<file path="src/rtl/ohlcv_pkg.sv">
// Shared types and constants for the one-minute OHLCV bar aggregator.
`timescale 1ns / 1ps

package ohlcv_pkg;

    localparam int NUM_SYMBOLS = 32;
    localparam int IDX_W       = (NUM_SYMBOLS > 1) ? $clog2(NUM_SYMBOLS) : 1;
    localparam int SYM_W       = 5;
    localparam int PRICE_W     = 32;
    localparam int SIZE_W      = 32;
    localparam int TIME_W      = 32;
    localparam int VOL_W       = 48;
    localparam int BAR_PERIOD  = 60;

    // floor(x / 15) = (x * DIV15_MUL) >> 35, exact for x below 2^30.
    localparam logic [31:0] DIV15_MUL   = 32'h8888_8889;
    localparam int          DIV15_SHIFT = 35;
    localparam int          PROD_W      = (TIME_W - 2) + 32;

    typedef struct packed {
        logic [TIME_W-1:0]  start;
        logic [PRICE_W-1:0] open;
        logic [PRICE_W-1:0] high;
        logic [PRICE_W-1:0] low;
        logic [PRICE_W-1:0] close;
        logic [VOL_W-1:0]   volume;
    } t_slot;

    typedef struct packed {
        logic             latch;      // capture the accepted beat
        logic             rd_en;      // read the slot table
        logic [IDX_W-1:0] rd_addr;
        logic             trade_upd;  // fold the trade into the slot just read
        logic             tick_eval;  // test the slot just read for a closed bar
        logic             tick_flush; // release the held bar as the last one
    } t_cmd;

    typedef enum logic [2:0] {
        ST_IDLE,
        ST_TRADE,
        ST_SCAN,
        ST_DRAIN,
        ST_FLUSH
    } t_state;

endpackage

</file>
<file path="src/rtl/ohlcv_ctrl.sv">
// Sequencer for trade updates and tick scans of the slot table.
`timescale 1ns / 1ps

module ohlcv_ctrl (
    input  logic                      i_clk,
    input  logic                      i_rst_n,
    input  logic                      start,
    input  logic                      i_kind,
    input  logic [ohlcv_pkg::SYM_W-1:0] i_symbol,
    output logic                      busy,
    output ohlcv_pkg::t_cmd           o_cmd
);
    import ohlcv_pkg::*;

    t_state           r_state, n_state;
    logic [IDX_W-1:0] r_idx, n_idx;
    logic             accept;
    logic             sym_ok;

    assign accept = start && (r_state == ST_IDLE);
    assign sym_ok = (32'(i_symbol) < 32'(NUM_SYMBOLS));
    assign busy   = (r_state != ST_IDLE);

    always_ff @(posedge i_clk) begin
        if (!i_rst_n) begin
            r_state <= ST_IDLE;
            r_idx   <= '0;
        end else begin
            r_state <= n_state;
            r_idx   <= n_idx;
        end
    end

    always_comb begin
        n_state = r_state;
        n_idx   = r_idx;
        o_cmd   = '0;
        case (r_state)
            ST_IDLE: begin
                if (accept) begin
                    o_cmd.latch = 1'b1;
                    n_idx       = '0;
                    if (!i_kind) begin
                        if (sym_ok) begin
                            o_cmd.rd_en   = 1'b1;
                            o_cmd.rd_addr = IDX_W'(i_symbol);
                            n_state       = ST_TRADE;
                        end
                    end else begin
                        n_state = ST_SCAN;
                    end
                end
            end
            ST_TRADE: begin
                o_cmd.trade_upd = 1'b1;
                n_state         = ST_IDLE;
            end
            ST_SCAN: begin
                o_cmd.rd_en     = 1'b1;
                o_cmd.rd_addr   = r_idx;
                o_cmd.tick_eval = (r_idx != '0);
                if (r_idx == IDX_W'(NUM_SYMBOLS - 1)) begin
                    n_state = ST_DRAIN;
                end else begin
                    n_idx = r_idx + 1'b1;
                end
            end
            ST_DRAIN: begin
                o_cmd.tick_eval = 1'b1;
                n_state         = ST_FLUSH;
            end
            ST_FLUSH: begin
                o_cmd.tick_flush = 1'b1;
                n_state          = ST_IDLE;
            end
            default: begin
                n_state = ST_IDLE;
            end
        endcase
    end

endmodule

</file>
<file path="config.mk">
export PLATFORM = sky130hd
export DESIGN_NAME = ohlcv_ctrl
export DESIGN_NICKNAME = d
export VERILOG_FILES = /design/src/rtl/ohlcv_pkg.sv /design/src/rtl/ohlcv_ctrl.sv
export SDC_FILE = /design/constraint.sdc
export NUM_CORES = 1
export LEC_CHECK = 0
export CORE_AREA = 8 8 45 47
export DETAILED_ROUTE_END_ITERATION = 16
export DIE_AREA = 0 0 53 55
export DONT_BUFFER_PORTS = 1
export PLACE_DENSITY = 0.6
export SLEW_MARGIN = 10
export SYNTH_ARGS = -nofsm -noshare
export SYNTH_HDL_FRONTEND = slang
export SYNTH_SLANG_ARGS = --single-unit
</file>
<file path="constraint.sdc">
create_clock -name i_clk -period 3.2 [get_ports i_clk]
set_input_delay 0.64 -clock i_clk [delete_from_list [all_inputs] [get_ports i_clk]]
set_output_delay 0.64 -clock i_clk [all_outputs]
set_load 0.005 [all_outputs]
</file>
==> metrics, run 1 <==
Critical Path RT=2.56 ns; Pint=0.000159 W; io pins=20; most frequent cells in the layout=8 x dfxtp_1, 5 x inv_1, 5 x a22o_1, 5 x nor2_1, 4 x nand2_1; maxcap violations=0; LEAKAGE=0.217 nW; # diodes=0; combinational share of power=0.139; cell depth of the worst setup path=3; Remaining DRCs=0; largest net degree at the start of global routing=14; CP Capture Type=output pin; Area contributors post-synth=dfxtp_1 29%, a22o_1 8.0%, ha_1 6.9%, a21boi_0 4.1%, nor3b_1 4.1%; outcome=finished, final reports clean; relative slew slack=0.747; Yosys cell types=28; Worst-path clk slew=0.05 ns; total die area=2920 um2; Worst Path Arrival=1.50 ns; cell area after synthesis=roughly 550 um2; first-pass GRT wire length=1980 um; total gr overflow=0; placer congestion estimate=0.765; clock root buffer=clkbuf_4; Synth Instances=64; cts hold-fix bufs=0; H-Tree Depth=1; slew at the pin closest to its max-slew limit=0.378 ns; CP cell instances=or3_4 -> nor3_4 -> a22o_1; Final Max Tran Viols=0; PwrDens=377 nW/um2; Setup Buffers After CTS=0; CTS tree=done; drt total wl=around 1200 um; Crit path largest cell delay=0.45 ns; clock sinks=8; Layout Nets=78; clock share of power=0.358; WS Path Type=flip-flop to output pin; antenna violations before repair=0; Switching Share=0.257; cell family with most CP delay=simple AND/OR/NAND/NOR gates; reg2reg path depth=6; leading cell type in the layout, fill and taps excluded=dfxtp_1; Synth-to-Final Area Change=4.13%; Setup TNS Final=0 ns; detailed placement HPWL=950 um; Pre-Repair DR Iteration Count=4; sum of buffers and inverters on the critical path=0; Finished Cell Area=568 um2; Setup Viol. Count Final=0; CTS Buf Count=3; dominant cell type by area after synthesis=dfxtp_1; Hold Vio Cnt, Final=0; Max Buffers Root-to-Sink=2; post-synthesis sequential area ratio=0.294; Die X=around 53 um; hold path depth=2; vias per inst=5.98; drt initial violations=10; Synth Register Bits=8; Tmin final=~2.1 ns; routed vias=478; period utilization=0.669; Hold WC Path Type=flip-flop to flip-flop; vias in the first global route=474; total track usage=0.0919; Syn Area/Cell=8.52 um2; share of post-route cells with drive strength above 1=0.109; post-synth top area share=0.294; Sequential Power Share=0.503; Synth Warn #=0; RSZ-0062 raised after global routing=no; Syn Nets=76; row count=14; I/O Buffers=0; fin worst setup slack=1.06 ns; Core Footprint=1380 um2; slowest CP cell=or3_4; Die Y=approximately 55 um; Worst Clk Skew=0.00527 ns; worst-skew pair later-pin latency=between 0.2 and 0.3 ns; detailed-route wire length per cell=14.7 um; initial core utilization=0.394; post_cts resized=0; crit-path max FO=13; dpl ws=about 1.3 ns; Antenna Nets Post-Route=0; fmax=467 MHz; crit path launch type=flip-flop; total net switching power=0.0000551 W; Area after DPL=roughly 550 um2; Max IR drop VDD=~0.00014 V
flip-flops by register name (all words and copies together), names as in the netlist:
name / flops
r_idx: 5
r_state: 3
final timing paths:
check | slack [ns] | startpoint | endpoint
worst min register to register | 0.53 | r_idx[4] | r_idx[4]
worst max-delay path | 1.06 | r_state[1] | o_cmd[3]
worst min-delay path | 0.53 | r_idx[4] | r_idx[4]
worst max register to register | 1.39 | r_idx[0] | r_idx[2]
cell usage after synthesis:
cell and count:
a211o_1 1, a211oi_1 2, a21boi_0 3, a21oi_1 3, a22o_1 5, and3_1 1, and4b_1 1, buf_2 1
buf_6 1, clkbuf_1 1, dfxtp_1 8, ha_1 3, inv_1 5, nand2_1 4, nand2b_1 2, nand3_1 2
nand3b_1 1, nand4_1 2, nor2_1 5, nor3_4 1, nor3b_1 3, nor3b_4 1, nor4_1 1, o21ai_0 3
o22ai_1 1, o32ai_1 1, or2_2 1, or3_4 1
power groups by stage:
stage	Sequential, W	Clock, W	Combinational [W]
floorplan	0.000106	0	0.0000302
global placement	0.000109	0	0.0000302
detailed placement	0.000110	0	0.0000303
CTS	0.000107	0.0000794	0.0000304
global route	0.000108	0.0000871	0.0000347
finish	0.000108	0.0000766	0.0000299
cell families (layout without fill, tap and decap cells):
logic type,after synthesis,after routing,share of synthesized area
AND/OR/NAND/NOR,26,26,0.319
AO/OA/AOI/OAI,19,19,0.248
adder cells (fa/ha/maj),3,3,0.0688
buffers and inverters,8,8,0.0711
flip-flops,8,8,0.294
metal layers:
metal | track usage | vias to the layer above | wire length (um)
met2 | 0.146 | 25 | 495
met4 | 0.0647 | 0 | 21
met5 | 0 | - | 0
li1 | - | 236 | -
met3 | 0.0481 | 3 | 155
met1 | 0.0915 | 214 | 505
layout make-up:
class	count	area [um2]
clock buffers	3	22.5
inverters	5	18.8
flip-flops and latches	8	160
fillers	140	816
well taps	16	20.0
multi-input cells	48	347
through the flow:
step | hold WS [ns] | total power, W | util | cells
3_5_place_dp | 0.522 | 0.000140 | 0.394 | 77
3_3_place_gp | 0.513 | 0.000140 | 0.394 | 77
4_1_cts | 0.530 | 0.000217 | 0.410 | 80
5_1_grt | 0.520 | 0.000230 | 0.410 | 80
2_1_floorplan | 0.478 | 0.000136 | - | 64
6_report | 0.530 | 0.000214 | 0.410 | 80
tightest hold or removal path, stage by stage, from the launching register on:
cell	delay, ns
dfxtp_1	0.33
o21ai_0	0.07
a21boi_0	0.07
Power figures use the tool's default switching activity.
==> run 2: changes to the inputs <==
PLACE_DENSITY = 0.62   (was 0.6)
clock period = 1.8 ns   (was 3.2 ns; I/O delays follow)
==> run 2 against run 1 <==
The run now ends with setup timing left. Clock power rose by 80%. Design area rose by 8.6%. Final cell count rose by 7.5%. Routed wire length rose by 15%. Die area did not move. Non-clock buffer count rose by 6. Sequential share of layout area fell by 1.6 points. Combinational power rose by 140%. Critical path depth did not move. Total power rose by 84%. Critical endpoint is now o_cmd[5]. Largest cell class unchanged.
==> metrics, run 2 (synthesis gave the netlist of run 1 again) <==
hold path depth=2; total track usage=0.103; most frequent cells in the layout=7 x dfxtp_1, 6 x buf_4, 5 x inv_1, 5 x a22o_1, 5 x nor2_1; Tmin final=roughly 1.8 ns; clock sinks=8; RR Endpoint=r_idx[2]; crit-path max FO=6; fmax=555 MHz; Regs by FF count=r_idx x5, r_state x3; slew at the pin closest to its max-slew limit=0.405 ns; io pins=20; clock share of power=0.352; vias in the first global route=between 400 and 500; period utilization=1.00; Worst Clk Skew=0.00305 ns; non-filler instance count after layout=86; Max Buffers Root-to-Sink=2; Final Max Tran Viols=0; Die Y=~55 um; row count=14; placer congestion estimate=0.737; slowest CP cell=or3_4; Critical Path RT=1.44 ns; Antenna Nets Post-Route=0; Sequential Power Share=0.467; outcome=finished with violations; Worst Path Arrival=about 1.4 ns; LEAKAGE=0.249 nW; Worst R2R Start=r_idx[1]; total die area=2920 um2; CP cell instances=or3_4 -> nor3_4 -> a22o_1; cts hold-fix bufs=0; Core Footprint=1380 um2; WS Path Type=flip-flop to output pin; fin worst setup slack=-0.000773 ns; total net switching power=0.000103 W; max reg flops=5; CP Capture Type=output pin; Synth-to-Final Area Change=13.1%; RSZ-0062 raised after global routing=yes; first-pass GRT wire length=2210 um; Critical Path Start=r_state[1]; PwrDens=between 600 and 700 nW/um2; leading cell type in the layout, fill and taps excluded=dfxtp_1; combinational share of power=0.181; sum of buffers and inverters on the critical path=0; worst-skew pair later-pin latency=0.26 ns; share of post-route cells with drive strength above 1=0.200; maxcap violations=0; H-Tree Depth=1; Die X=around 53 um; total chip power=0.000393 W; antenna violations before repair=0; detailed-route wire length per cell=roughly 16 um; CTS tree=done; Setup Viol. Count Final=1; Worst-path clk slew=approximately 0.050 ns; beginning of the worst hold path=i_rst_n; # diodes=0; Crit path largest cell delay=0.39 ns; relative slew slack=0.730; Most flops, register=r_idx; Switching Share=0.263; Layout Nets=84; routed vias=493; CTS Buf Count=3; I/O Buffers=0; Setup TNS Final=-0.000773 ns; crit path launch type=flip-flop; Finished Core Util=0.446; Remaining DRCs=0; Hold Vio Cnt, Final=0; Cells after DPL=82; clock root buffer=clkbuf_4; total gr overflow=0; flop2flop setup slack=0.05 ns; Hold WC Path Type=primary input to flip-flop; drt initial violations=19; Max IR drop VDD=0.000259 V; cell family with most CP delay=simple AND/OR/NAND/NOR gates; detailed placement HPWL=1050 um; dpl ws=0.0862 ns; WHS Endpoint=r_state[1]; Pre-Repair DR Iteration Count=4; initial core utilization=0.394; vias per inst=5.73; Pint=a little under 0.0003 W; largest net degree at the start of global routing=11; failing checks=setup timing; reg2reg path depth=6; drt total wl=1350 um; Fill cells=145
run 2: changes by cell type in the layout (fill, tap and decap cells not counted), sizes merged:
| cell | previous run | this run |
|---|---|---|
| buf | 0 | 6 |
run 2: area by class of cell:
cell class	instances	area, um2	share of cell area
Clock buffer	3	22.5	0.0365
Inverter	5	18.8	0.0304
Multi-Input combinational cell	48	347	0.562
Sequential cell	8	164	0.266
Tap cell	16	20.0	0.0325
Timing Repair Buffer	6	45.0	0.0730
run 2: worst max-delay path by stage:
stage                to  depth (start not counted)
2_1_floorplan  r_idx[2]                          6
3_3_place_gp   r_idx[2]                          6
3_5_place_dp   r_idx[2]                          6
4_1_cts        o_cmd[5]                          3
5_1_grt        o_cmd[5]                          3
6_report       o_cmd[5]                          3
run 2: per-stage QoR:
step	area (um2)	hold slack, ns
after floorplan	546	0.478
after global placement	583	0.508
after detailed placement	583	0.514
after CTS	617	0.241
after global routing	617	0.239
final	617	0.243
run 2: what timing repair did:
| action | CTS | global route |
|---|---|---|
| pin swaps | 1 | 3 |
| buffers inserted | 1 | 0 |
| endpoints found under the setup margin | 6 | 7 |
| gates resized for setup | 2 | 0 |
| endpoints found under the hold margin | 0 | 0 |
run 2: per-layer routing:
metal,routed length [um],track usage,up-vias
met2,631,0.158,13
li1,-,-,248
met1,585,0.113,228
met4,19,0.0647,0
met3,114,0.0481,4
met5,0,0,-
run 2: power by group through the flow:
stage | combinational, W | sequential [W] | clock, W
2_1_floorplan | 0.0000538 | 0.000188 | 0
3_3_place_gp | 0.0000659 | 0.000189 | 0
3_5_place_dp | 0.0000673 | 0.000190 | 0
4_1_cts | 0.0000718 | 0.000184 | 0.000139
5_1_grt | 0.0000792 | 0.000184 | 0.000154
6_report | 0.0000712 | 0.000184 | 0.000138
==> run 3: changes to the inputs <==
SETUP_SLACK_MARGIN = 0.3   (was not set)
==> run 3 against run 2 <==
The run now ends clean. First-iteration DRC count fell by 47%. Final cell count unchanged. Design area up 15%. Largest power group unchanged.
==> metrics, run 3 (synthesis gave the netlist of run 1 again) <==
outcome=finished, final reports clean; slew at the pin closest to its max-slew limit=0.582 ns; Hold WC Path Type=primary input to flip-flop; maxcap violations=0; Worst Path Arrival=1.39 ns; LEAKAGE=0.255 nW; Pre-Repair DR Iteration Count=4; vias per inst=6.01; detailed-route wire length per cell=roughly 17 um; crit-path max FO=6; beginning of the worst hold path=i_rst_n; CTS tree=done; WS Path Type=flip-flop to output pin; io pins=20; Synth-to-Final Area Change=30.5%; Setup TNS Final=0 ns; Setup Viol. Count Final=0; Worst Clk Skew=0.00134 ns; antenna violations before repair=0; H-Tree Depth=1; CP Capture Type=output pin; total gr overflow=0; Hold Vio Cnt, Final=0; fmax=572 MHz; routed vias=517; vias in the first global route=~500; first-pass GRT wire length=2170 um; Antenna Nets Post-Route=0; Die Y=55 um; I/O Buffers=0; total die area=a little under 3000 um2; Core Footprint=1380 um2; Max IR drop VDD=0.000325 V; cts hold-fix bufs=0; drt total wl=1420 um; row count=14; CTS Buf Count=3; Final Max Tran Viols=0; drt initial violations=10; Regs by FF count=r_idx x5, r_state x3; Tmin final=between 1.5 and 2 ns; Finished Cell Area=712 um2; crit path launch type=flip-flop; clock root buffer=clkbuf_4; worst-skew pair later-pin latency=about 0.26 ns; Die X=53 um; Most flops, register=r_idx; # diodes=0; max reg flops=5; share of post-route cells with drive strength above 1=0.429; largest net degree at the start of global routing=11; PwrDens=571 nW/um2; Max Buffers Root-to-Sink=2; most frequent cells in the layout=5 x inv_1, 5 x a22o_1, 5 x nor2_1, 5 x buf_4, 4 x nand2_1; Worst R2R Start=r_idx[0]; total track usage=0.0980; clock sinks=8; Critical Path Start=r_state[1]; initial core utilization=0.394; Critical Path RT=between 1 and 1.5 ns; relative slew slack=0.611; detailed placement HPWL=994 um; Remaining DRCs=0; placer congestion estimate=0.794; RSZ-0062 raised after global routing=yes; Worst-path clk slew=0.06 ns; Layout Nets=84; period utilization=0.971; Area after DPL=583 um2
run 3: power by group:
group | internal, W | total, W | switching [W]
sequential | 0.000179 | 0.000184 | 0.00000508
clock | 0.0000767 | 0.000143 | 0.0000664
combinational | 0.0000370 | 0.0000791 | 0.0000421
run 3: worst max-delay path, cell delays in order (launching register included):
cell and delay, ns:
dfxtp_2 0.33, or3_4 0.40, nor3_4 0.21, a22o_1 0.20
run 3: worst paths after layout:
kind              endpoint  slack [ns]  cells past startpoint
setup / recovery  o_cmd[5]        0.05                      3
hold / removal    r_idx[0]        0.25                      1
setup reg to reg  r_idx[2]        0.17                      6
hold reg to reg   r_idx[0]        0.50                      2
run 3: final cells by class:
class                           count  area (um2)
Clock buffer                        3        22.5
Fill cell                         130         672
Inverter                            5        18.8
Multi-Input combinational cell     48         428
Sequential cell                     8         174
Tap cell                           16        20.0
Timing Repair Buffer                6        48.8
run 3: per-layer routing:
metal	GRT usage	wire, um	vias up
li1	-	-	248
met1	0.107	564	244
met2	0.156	644	23
met3	0.0374	197	2
met4	0.0647	14	0
met5	0	0	-
run 3: stage by stage:
stage	instances	hold WS, ns	util	setup slack [ns]	power, W
final	86	0.246	0.514	0.0524	0.000406
after global routing	86	0.248	0.514	-0.0259	0.000423
after CTS	83	0.243	0.439	0.0458	0.000398
after detailed placement	80	0.511	0.421	0.186	0.000257
after global placement	80	0.506	0.421	0.187	0.000257
after floorplan	64	0.478	-	0.270	0.000246
run 3: what timing repair did:
action                                  CTS  global route
endpoints found under the setup margin   12            13
pin swaps                                 1            12
setup buffers                             0             3
gates resized for setup                   2            21
endpoints found under the hold margin     0             0
